### src/rtl/dmsp_pkg.sv
// Shared types and character codes for the DMS angle text parser.
`timescale 1ns / 1ps

package dmsp_pkg;

    localparam logic OP_CHAR = 1'b0;
    localparam logic OP_END  = 1'b1;

    localparam logic [7:0] CH_ZERO  = 8'h30;
    localparam logic [7:0] CH_NINE  = 8'h39;
    localparam logic [7:0] CH_COLON = 8'h3A;
    localparam logic [7:0] CH_D     = 8'h64;
    localparam logic [7:0] CH_M     = 8'h6D;
    localparam logic [7:0] CH_S     = 8'h73;
    localparam logic [7:0] CH_DOT   = 8'h2E;
    localparam logic [7:0] CH_MINUS = 8'h2D;
    localparam logic [7:0] CH_PLUS  = 8'h2B;
    localparam logic [7:0] CH_SPACE = 8'h20;

    typedef enum logic [2:0] {
        PH_DEG  = 3'd0,
        PH_MIN  = 3'd1,
        PH_SEC  = 3'd2,
        PH_FRAC = 3'd3,
        PH_DONE = 3'd4,
        PH_FAIL = 3'd5
    } t_phase;

    typedef struct packed {
        logic        valid_res;
        logic        negative;
        logic [15:0] degrees;
        logic [15:0] minutes;
        logic [15:0] seconds;
        logic [29:0] fraction;
        logic [3:0]  fraction_digits;
        logic        overflow;
    } t_result;

endpackage

### src/rtl/dmsp_if.sv
// Input and result channel interfaces for the DMS angle text parser.
`timescale 1ns / 1ps

interface dmsp_in_if;
    logic       valid;
    logic       ready;
    logic       opcode;
    logic [7:0] char_code;

    modport source (output valid, output opcode, output char_code, input ready);
    modport sink   (input valid, input opcode, input char_code, output ready);
endinterface

interface dmsp_out_if;
    logic        valid;
    logic        ready;
    logic        valid_res;
    logic        negative;
    logic [15:0] degrees;
    logic [15:0] minutes;
    logic [15:0] seconds;
    logic [29:0] fraction;
    logic [3:0]  fraction_digits;
    logic        overflow;

    modport source (
        output valid, output valid_res, output negative, output degrees,
        output minutes, output seconds, output fraction,
        output fraction_digits, output overflow, input ready
    );
    modport sink (
        input valid, input valid_res, input negative, input degrees,
        input minutes, input seconds, input fraction,
        input fraction_digits, input overflow, output ready
    );
endinterface

### src/rtl/dmsp_core.sv
// Parser state and per-character update logic for the DMS angle text parser.
`timescale 1ns / 1ps

module dmsp_core #(
    parameter int FIELD_BITS      = 16,
    parameter int MAX_FRAC_DIGITS = 9
) (
    input  logic              i_clk,
    input  logic              i_rst_n,
    input  logic              i_step_valid,
    input  logic              i_opcode,
    input  logic [7:0]        i_char,
    output dmsp_pkg::t_result o_result
);
    import dmsp_pkg::*;

    t_phase                r_phase, n_phase;
    logic                  r_first, n_first;
    logic                  r_sign, n_sign;
    logic [FIELD_BITS-1:0] r_deg, n_deg;
    logic [FIELD_BITS-1:0] r_min, n_min;
    logic [FIELD_BITS-1:0] r_sec, n_sec;
    logic [29:0]           r_frac, n_frac;
    logic [3:0]            r_frac_count, n_frac_count;
    logic                  r_sat, n_sat;

    logic                  is_digit, is_sign, take, sign_take;
    logic [7:0]            char_diff;
    logic [3:0]            digit;
    logic [FIELD_BITS-1:0] acc_sel;
    logic [FIELD_BITS+3:0] acc_ext, prod;
    logic                  push_sat;
    logic [FIELD_BITS-1:0] push_val;
    logic [29:0]           frac_next;
    logic                  frac_room;

    function automatic logic [15:0] to_out(input logic [FIELD_BITS-1:0] a);
        logic [FIELD_BITS+15:0] w;
        w = {16'd0, a};
        return w[15:0];
    endfunction

    assign is_digit  = (i_char >= CH_ZERO) && (i_char <= CH_NINE);
    assign is_sign   = (i_char == CH_MINUS) || (i_char == CH_PLUS);
    assign take      = i_step_valid && (i_opcode == OP_CHAR);
    assign sign_take = take && r_first && is_sign;
    assign char_diff = i_char - CH_ZERO;
    assign digit     = char_diff[3:0];

    // one shared times-ten step for the active whole-number field
    always_comb begin
        case (r_phase)
            PH_MIN:  acc_sel = r_min;
            PH_SEC:  acc_sel = r_sec;
            default: acc_sel = r_deg;
        endcase
    end

    assign acc_ext  = {4'd0, acc_sel};
    assign prod     = (acc_ext << 3) + (acc_ext << 1) + {{FIELD_BITS{1'b0}}, digit};
    assign push_sat = |prod[FIELD_BITS+3:FIELD_BITS];
    assign push_val = push_sat ? {FIELD_BITS{1'b1}} : prod[FIELD_BITS-1:0];

    assign frac_next = (r_frac << 3) + (r_frac << 1) + {26'd0, digit};
    assign frac_room = r_frac_count < 4'(MAX_FRAC_DIGITS);

    // next phase
    always_comb begin
        n_phase = r_phase;
        if (i_step_valid && i_opcode == OP_END) begin
            n_phase = PH_DEG;
        end else if (take && !sign_take) begin
            unique case (r_phase)
                PH_DEG: begin
                    if (!is_digit) begin
                        n_phase = (i_char == CH_COLON || i_char == CH_D ||
                                   i_char == CH_SPACE) ? PH_MIN : PH_FAIL;
                    end
                end
                PH_MIN: begin
                    if (!is_digit) begin
                        n_phase = (i_char == CH_COLON || i_char == CH_M ||
                                   i_char == CH_SPACE) ? PH_SEC : PH_FAIL;
                    end
                end
                PH_SEC: begin
                    if (!is_digit) begin
                        if (i_char == CH_DOT) begin
                            n_phase = PH_FRAC;
                        end else if (i_char == CH_S) begin
                            n_phase = PH_DONE;
                        end else begin
                            n_phase = PH_FAIL;
                        end
                    end
                end
                PH_FRAC: begin
                    if (!is_digit) begin
                        n_phase = (i_char == CH_S) ? PH_DONE : PH_FAIL;
                    end
                end
                default: n_phase = PH_FAIL;
            endcase
        end
    end

    // accumulators and flags
    always_comb begin
        n_first      = r_first;
        n_sign       = r_sign;
        n_deg        = r_deg;
        n_min        = r_min;
        n_sec        = r_sec;
        n_frac       = r_frac;
        n_frac_count = r_frac_count;
        n_sat        = r_sat;
        if (i_step_valid && i_opcode == OP_END) begin
            n_first      = 1'b1;
            n_sign       = 1'b0;
            n_deg        = '0;
            n_min        = '0;
            n_sec        = '0;
            n_frac       = '0;
            n_frac_count = '0;
            n_sat        = 1'b0;
        end else if (take) begin
            n_first = 1'b0;
            if (sign_take) begin
                n_sign = (i_char == CH_MINUS);
            end else if (is_digit) begin
                case (r_phase)
                    PH_DEG: begin
                        n_deg = push_val;
                        n_sat = r_sat | push_sat;
                    end
                    PH_MIN: begin
                        n_min = push_val;
                        n_sat = r_sat | push_sat;
                    end
                    PH_SEC: begin
                        n_sec = push_val;
                        n_sat = r_sat | push_sat;
                    end
                    PH_FRAC: begin
                        if (frac_room) begin
                            n_frac       = frac_next;
                            n_frac_count = r_frac_count + 4'd1;
                        end else begin
                            n_sat = 1'b1;
                        end
                    end
                    default: ;
                endcase
            end
        end
    end

    always_ff @(posedge i_clk) begin
        if (!i_rst_n) begin
            r_phase      <= PH_DEG;
            r_first      <= 1'b1;
            r_sign       <= 1'b0;
            r_deg        <= '0;
            r_min        <= '0;
            r_sec        <= '0;
            r_frac       <= '0;
            r_frac_count <= '0;
            r_sat        <= 1'b0;
        end else begin
            r_phase      <= n_phase;
            r_first      <= n_first;
            r_sign       <= n_sign;
            r_deg        <= n_deg;
            r_min        <= n_min;
            r_sec        <= n_sec;
            r_frac       <= n_frac;
            r_frac_count <= n_frac_count;
            r_sat        <= n_sat;
        end
    end

    always_comb begin
        if (r_phase == PH_FAIL) begin
            o_result = '0;
        end else begin
            o_result.valid_res       = 1'b1;
            o_result.negative        = r_sign;
            o_result.degrees         = to_out(r_deg);
            o_result.minutes         = to_out(r_min);
            o_result.seconds         = to_out(r_sec);
            o_result.fraction        = r_frac;
            o_result.fraction_digits = r_frac_count;
            o_result.overflow        = r_sat;
        end
    end

`ifndef ASSERT_OFF
    a_frac_count_bound: assert property (@(posedge i_clk) disable iff (!i_rst_n)
        r_frac_count <= 4'(MAX_FRAC_DIGITS))
        else $error("fraction digit count beyond limit");

    a_end_clears: assert property (@(posedge i_clk) disable iff (!i_rst_n)
        i_step_valid && i_opcode == OP_END |=> r_phase == PH_DEG && r_first && !r_sat)
        else $error("end beat did not return parser to start");

    a_fail_sticks: assert property (@(posedge i_clk) disable iff (!i_rst_n)
        r_phase == PH_FAIL && !(i_step_valid && i_opcode == OP_END) |=> r_phase == PH_FAIL)
        else $error("failed parse left failed phase before end");
`endif

endmodule

### src/rtl/dms_angle_text_parser.sv
// Top level of the DMS angle text parser: input register, parser core, result register.
// Flow: an accepted beat is held in the input register and processed by the core from
//   there; an end beat loads the core's result into the result register for o_out.
// Throughput: one beat per cycle; only an end beat waits, for a free result register.
// The character step is one times-ten add and compare on the active field.
// Reset (synchronous, active low) empties both registers and returns the parser to start.
`timescale 1ns / 1ps

module dms_angle_text_parser #(
    parameter int FIELD_BITS      = 16,
    parameter int MAX_FRAC_DIGITS = 9
) (
    input  logic              i_clk,
    input  logic              i_rst_n,
    dmsp_in_if.sink           i_in,
    dmsp_out_if.source        o_out
);
    import dmsp_pkg::*;

    logic       r_in_valid;
    logic       r_in_op;
    logic [7:0] r_in_char;
    logic       r_out_valid;
    t_result    r_res;
    t_result    core_res;
    logic       out_free;
    logic       proceed;

    assign out_free    = !r_out_valid || o_out.ready;
    assign proceed     = r_in_valid && (r_in_op == OP_CHAR || out_free);
    assign i_in.ready  = !r_in_valid || proceed;

    always_ff @(posedge i_clk) begin
        if (!i_rst_n) begin
            r_in_valid <= 1'b0;
        end else if (i_in.valid && i_in.ready) begin
            r_in_valid <= 1'b1;
        end else if (proceed) begin
            r_in_valid <= 1'b0;
        end
    end

    always_ff @(posedge i_clk) begin
        if (i_in.valid && i_in.ready) begin
            r_in_op   <= i_in.opcode;
            r_in_char <= i_in.char_code;
        end
    end

    dmsp_core #(
        .FIELD_BITS      (FIELD_BITS),
        .MAX_FRAC_DIGITS (MAX_FRAC_DIGITS)
    ) u_core (
        .i_clk        (i_clk),
        .i_rst_n      (i_rst_n),
        .i_step_valid (proceed),
        .i_opcode     (r_in_op),
        .i_char       (r_in_char),
        .o_result     (core_res)
    );

    always_ff @(posedge i_clk) begin
        if (!i_rst_n) begin
            r_out_valid <= 1'b0;
        end else if (proceed && r_in_op == OP_END) begin
            r_out_valid <= 1'b1;
        end else if (o_out.ready) begin
            r_out_valid <= 1'b0;
        end
    end

    always_ff @(posedge i_clk) begin
        if (proceed && r_in_op == OP_END) begin
            r_res <= core_res;
        end
    end

    assign o_out.valid           = r_out_valid;
    assign o_out.valid_res       = r_res.valid_res;
    assign o_out.negative        = r_res.negative;
    assign o_out.degrees         = r_res.degrees;
    assign o_out.minutes         = r_res.minutes;
    assign o_out.seconds         = r_res.seconds;
    assign o_out.fraction        = r_res.fraction;
    assign o_out.fraction_digits = r_res.fraction_digits;
    assign o_out.overflow        = r_res.overflow;

`ifndef ASSERT_OFF
    a_fail_zero: assert property (@(posedge i_clk) disable iff (!i_rst_n)
        r_out_valid && !r_res.valid_res |-> r_res.negative == 1'b0 &&
        r_res.degrees == '0 && r_res.minutes == '0 && r_res.seconds == '0 &&
        r_res.fraction == '0 && r_res.fraction_digits == '0 && !r_res.overflow)
        else $error("failed parse result carries nonzero fields");

    a_stall_full: assert property (@(posedge i_clk) disable iff (!i_rst_n)
        !i_in.ready |-> r_in_valid && r_in_op == OP_END && r_out_valid)
        else $error("input stalled without a blocked end beat");

    a_end_loads: assert property (@(posedge i_clk) disable iff (!i_rst_n)
        proceed && r_in_op == OP_END |=> r_out_valid)
        else $error("end beat produced no result");

    a_digits_bound: assert property (@(posedge i_clk) disable iff (!i_rst_n)
        r_out_valid |-> r_res.fraction_digits <= 4'(MAX_FRAC_DIGITS))
        else $error("result fraction digit count beyond limit");
`endif

endmodule

### src/flat_wrapper.sv
// flat-port wrapper written by rule: the top's interface ports become plain ports
module dms_angle_text_parser_flat import dmsp_pkg::*;
#(
    parameter int FIELD_BITS      = 16,
    parameter int MAX_FRAC_DIGITS = 9
)
  (i_clk, i_rst_n, i_in_valid, i_in_opcode, i_in_char_code, i_in_ready, o_out_valid, o_out_valid_res, o_out_negative, o_out_degrees, o_out_minutes, o_out_seconds, o_out_fraction, o_out_fraction_digits, o_out_overflow, o_out_ready);
  dmsp_in_if i_in_i ();
  dmsp_out_if o_out_i ();
  input  logic i_clk;
  input  logic i_rst_n;
  input wire logic [$bits(i_in_i.valid)-1:0] i_in_valid;
  input wire logic [$bits(i_in_i.opcode)-1:0] i_in_opcode;
  input wire logic [$bits(i_in_i.char_code)-1:0] i_in_char_code;
  output wire logic [$bits(i_in_i.ready)-1:0] i_in_ready;
  output wire logic [$bits(o_out_i.valid)-1:0] o_out_valid;
  output wire logic [$bits(o_out_i.valid_res)-1:0] o_out_valid_res;
  output wire logic [$bits(o_out_i.negative)-1:0] o_out_negative;
  output wire logic [$bits(o_out_i.degrees)-1:0] o_out_degrees;
  output wire logic [$bits(o_out_i.minutes)-1:0] o_out_minutes;
  output wire logic [$bits(o_out_i.seconds)-1:0] o_out_seconds;
  output wire logic [$bits(o_out_i.fraction)-1:0] o_out_fraction;
  output wire logic [$bits(o_out_i.fraction_digits)-1:0] o_out_fraction_digits;
  output wire logic [$bits(o_out_i.overflow)-1:0] o_out_overflow;
  input wire logic [$bits(o_out_i.ready)-1:0] o_out_ready;
  assign i_in_i.valid = i_in_valid;
  assign i_in_i.opcode = i_in_opcode;
  assign i_in_i.char_code = i_in_char_code;
  assign i_in_ready = i_in_i.ready;
  assign o_out_valid = o_out_i.valid;
  assign o_out_valid_res = o_out_i.valid_res;
  assign o_out_negative = o_out_i.negative;
  assign o_out_degrees = o_out_i.degrees;
  assign o_out_minutes = o_out_i.minutes;
  assign o_out_seconds = o_out_i.seconds;
  assign o_out_fraction = o_out_i.fraction;
  assign o_out_fraction_digits = o_out_i.fraction_digits;
  assign o_out_overflow = o_out_i.overflow;
  assign o_out_i.ready = o_out_ready;
  dms_angle_text_parser #(.FIELD_BITS(FIELD_BITS), .MAX_FRAC_DIGITS(MAX_FRAC_DIGITS)) u_core (.i_clk(i_clk), .i_rst_n(i_rst_n), .i_in(i_in_i), .o_out(o_out_i));
endmodule
### config.mk
export PLATFORM = sky130hd
export DESIGN_NAME = dms_angle_text_parser_flat
export DESIGN_NICKNAME = d
export VERILOG_FILES = /design/src/rtl/dmsp_pkg.sv /design/src/rtl/dmsp_if.sv /design/src/rtl/dmsp_core.sv /design/src/rtl/dms_angle_text_parser.sv /design/src/flat_wrapper.sv
export SDC_FILE = /design/constraint.sdc
export NUM_CORES = 1
export LEC_CHECK = 0
export BUFFER_PORTS_ARGS = -buffer_cell sky130_fd_sc_hd__clkbuf_2
export CAP_MARGIN = 20
export CORE_ASPECT_RATIO = 0.7
export CORE_MARGIN = 4
export CORE_UTILIZATION = 35
export DETAILED_ROUTE_END_ITERATION = 8
export GPL_ROUTABILITY_DRIVEN = 0
export SYNTH_ARGS = -nofsm -noshare
export SYNTH_HDL_FRONTEND = slang
export SYNTH_SLANG_ARGS = --single-unit
### constraint.sdc
create_clock -name i_clk -period 6.9 [get_ports i_clk]
set_input_delay 0 -clock i_clk [delete_from_list [all_inputs] [get_ports i_clk]]
set_output_delay 0 -clock i_clk [all_outputs]
set_load 0.03 [all_outputs]
==> results_dict.tcl <==
set metrics [dict create \
    synth_area_leaders "edfxtp_1, dfxtp_1, ha_1" \
    multi_input_area_um2 4770 \
    clock_path_buffers 2 \
    post_cts_resized 0 \
    path_delay_family "simple AND/OR/NAND/NOR gates" \
    fp-row-count 50 \
    cp-end-kind "register" \
    synth_edf_count 94 \
    drive_gt1_share_pct 14.4 \
    critPathArrivalTime_ns 5.52 \
    worst_slew_pin_slew_ns 1.13 \
    yosys.area.top_type "edfxtp_1" \
    final_antenna_net_count 0 \
    path_clk_slew_ns 0.08 \
    synth-main-ff-cell "edfxtp_1" \
    worst_slew_margin_rel_pct 24.3 \
    switchingPower_mw 0.570 \
    cts_sinks 184 \
    viasPerCell 5.20 \
    vias 7442 \
    cp_slowest_cell "nor2_1" \
    setup_tns_ns 0 \
    crit_path_max_fanout 27 \
    timing.final.crit_share_pct 75.5 \
    seqPwrFrac_pct 51.4 \
    combPwrFrac_pct 4.5 \
    p_sw_share_pct 25.0 \
    cts_tree "yes" \
    synth.most_common_cell "nand2_1" \
    required_ns 7.21 \
    crit_chain "inv_1 -> and2_1 -> buf_4 -> nor2_1 -> nand2_1 -> nand2_1 -> ha_1 -> ha_1 -> a21oi_1 -> o21ai_1 -> a211o_1 -> a41o_1 -> a221oi_1 -> mux2i_1 -> and4_1 -> buf_4 -> a31oi_1" \
    p_per_area_nw_per_um2 202 \
    place_hpwl_mm 16.1 \
    max-vdd-ir-drop_uv 165 \
    io_pins 100 \
    status "finished, final reports clean" \
    path_buf_inv 3 \
    cpPeakStageDelay_ns 0.88 \
    synthCells 959 \
    initial_core_util_pct 35.8 \
    synth_top_area_share_pct 29.3 \
    grt_pass1_vias 6872 \
    io_buffers 99 \
    synth_seq_cells 184 \
    rsz0062_at_grt "false" \
    ys_seq_area_share_pct 48.0 \
    hold_viol 0 \
    n_antenna_cell 0 \
    avgRoutedWirePerCell_um 16.2 \
    hp-class "input pin to register" \
    synthesis.nets 1063 \
    routed_wl_mm 23.1 \
    p_leak_nw 4.88 \
    worst_setup_path_start_kind "register" \
    grt-ovfl-total 0 \
    syn_to_final_growth_pct 17.2 \
    setup_viol 0 \
    grt_max_degree 86 \
    yosys_warnings 0 \
    cts_buffers 17 \
    netlist_area_um2 9630 \
    drt_iter0_markers 595 \
    htree_levels 4 \
    p_int_mw 1.71 \
    fill_cells 2638 \
    ys_types 60 \
    clk_latency_ns 0.44 \
    grt_pass1_wl_mm 37.2 \
    postSynth.asyncResetShare_pct 0 \
    seq_area_um2 4620 \
    crit_type "register to register" \
    die_h_um 147 \
    die_x_um 206 \
    slew_violations 0 \
    maxCapViolCount 0 \
    core_area_um2 26900 \
    drc_errors 0 \
    firstDrtPassIters 5 \
    layout_min_cycle_time_ns 5.21 \
    clkPwrFrac_pct 44.1 \
    avgSynthCellArea_um2 10.0 \
    clockRootBuffer "clkbuf_16" \
    yosys-top-cells-count "nand2_1, edfxtp_1, dfxtp_1" \
    antenna_found_initial 0 \
    finalNetCount 1158 \
    finClkSkew_ns 0.00905 \
    die_area_um2 30300 \
    final_util_pct 42.0 \
    timing.fmax_mhz 192 \
    track_usage_pct 15.4 \
]
timing repair:
item                      CTS  global route
hold endpoints to repair   12             0
hold buffers               13             0
setup buffers               0             0
state kept, by name (all words and copies together), names as in the netlist:
register / count
u_core.o_out.valid_res: 1
u_core.r_in_op: 1
u_core.u_core.r_frac_count: 4
u_core.o_out.negative: 1
u_core.u_core.r_sat: 1
u_core.u_core.r_frac: 30
u_core.o_out.fraction_digits: 4
u_core.o_out.fraction: 30
u_core.o_out.overflow: 1
u_core.o_out.degrees: 16
u_core.u_core.r_phase: 3
u_core.o_out.minutes: 16
u_core.u_core.r_min: 16
u_core.o_out.seconds: 16
u_core.u_core.r_sec: 16
u_core.o_out.valid: 1
u_core.r_in_char: 8
u_core.u_core.r_sign: 1
u_core.u_core.r_first: 1
u_core.u_core.r_deg: 16
u_core.r_in_valid: 1
logic make-up after synthesis:
| group | share of synthesized area [%] |
|---|---|
| AOI/OAI and AO/OA | 18.1 |
| xor gates and xnor gates | 3.46 |
| adders and majority gates | 12.1 |
| and+or+nand+nor | 15.3 |
| muxes | 0.208 |
| DFF | 48.0 |
| buffers and inverters | 2.79 |
area by class of cell:
class	count	area share (%)
Inverter	17	0.565
Clock inverter	15	1.61
Sequential cell	184	41.0
Timing Repair Buffer	127	6.83
Multi-Input combinational cell	707	42.2
Tap cell	364	4.03
Clock buffer	17	3.77
layer usage:
metal  track usage, %  part of all wire, %  up-vias
li1                 -                    -     3713
met1             24.0                   53     3541
met2             21.2                   40      177
met3             3.77                  5.8       11
met4             3.69                 0.88        0
met5                0                    0        -
per-stage QoR:
stage / total power, mW / instance area (um2) / worst slack (ns) / instances / hold slack (ns)
CTS: 2.31 / 11200 / 1.74 / 1428 / 0.249
global placement: 1.29 / 10500 / 2.04 / 1383 / 0.180
finish: 2.28 / 11300 / 1.69 / 1431 / 0.279
floorplan: 1.26 / 9630 / 1.61 / 959 / 0.0762
detailed placement: 1.29 / 10500 / 1.75 / 1383 / 0.179
global route: 2.37 / 11300 / 1.28 / 1431 / 0.273
power by group through the flow:
stage | clock, mW | sequential [mW] | combinational (mW)
floorplan | 0 | 1.21 | 0.0459
global placement | 0 | 1.20 | 0.0960
detailed placement | 0 | 1.20 | 0.0968
CTS | 1.03 | 1.17 | 0.102
global route | 1.08 | 1.17 | 0.113
finish | 1.00 | 1.17 | 0.103
cell usage in the layout (no fill, tap or decap), drive strengths merged, types with 7 or more instances in the layout:
| cell type | count |
|---|---|
| a211oi | 7 |
| a21o | 14 |
| a21oi | 65 |
| a22oi | 15 |
| a31oi | 57 |
| and2 | 88 |
| buf | 14 |
| clkbuf | 116 |
| dfxtp | 90 |
| dlygate4sd3 | 13 |
| edfxtp | 94 |
| ha | 87 |
| inv | 24 |
| nand2 | 99 |
| nand3 | 14 |
| nor2 | 47 |
| nor2b | 7 |
| nor3 | 9 |
| o21a | 7 |
| o21ai | 73 |
| xnor2 | 21 |
| xor2 | 17 |
path summary, 6_finish.rpt:
check	startpoint	to	slack, ns	cells past startpoint
worst max-delay path	u_core.u_core.r_phase[2]$_SDFFE_PP0P_	u_core.u_core.r_deg[5]$_SDFFE_PP0P_	1.69	17
worst max register to register	u_core.u_core.r_phase[2]$_SDFFE_PP0P_	u_core.u_core.r_deg[5]$_SDFFE_PP0P_	1.69	17
worst min register to register	u_core.u_core.r_sign$_SDFFE_PP0P_	u_core.u_core.r_sign$_SDFFE_PP0P_	0.49	2
worst min-delay path	i_in_char_code[1]	u_core.r_in_char[1]$_DFFE_PP_	0.28	2
Note: power is estimated with default switching activity, not from simulation.
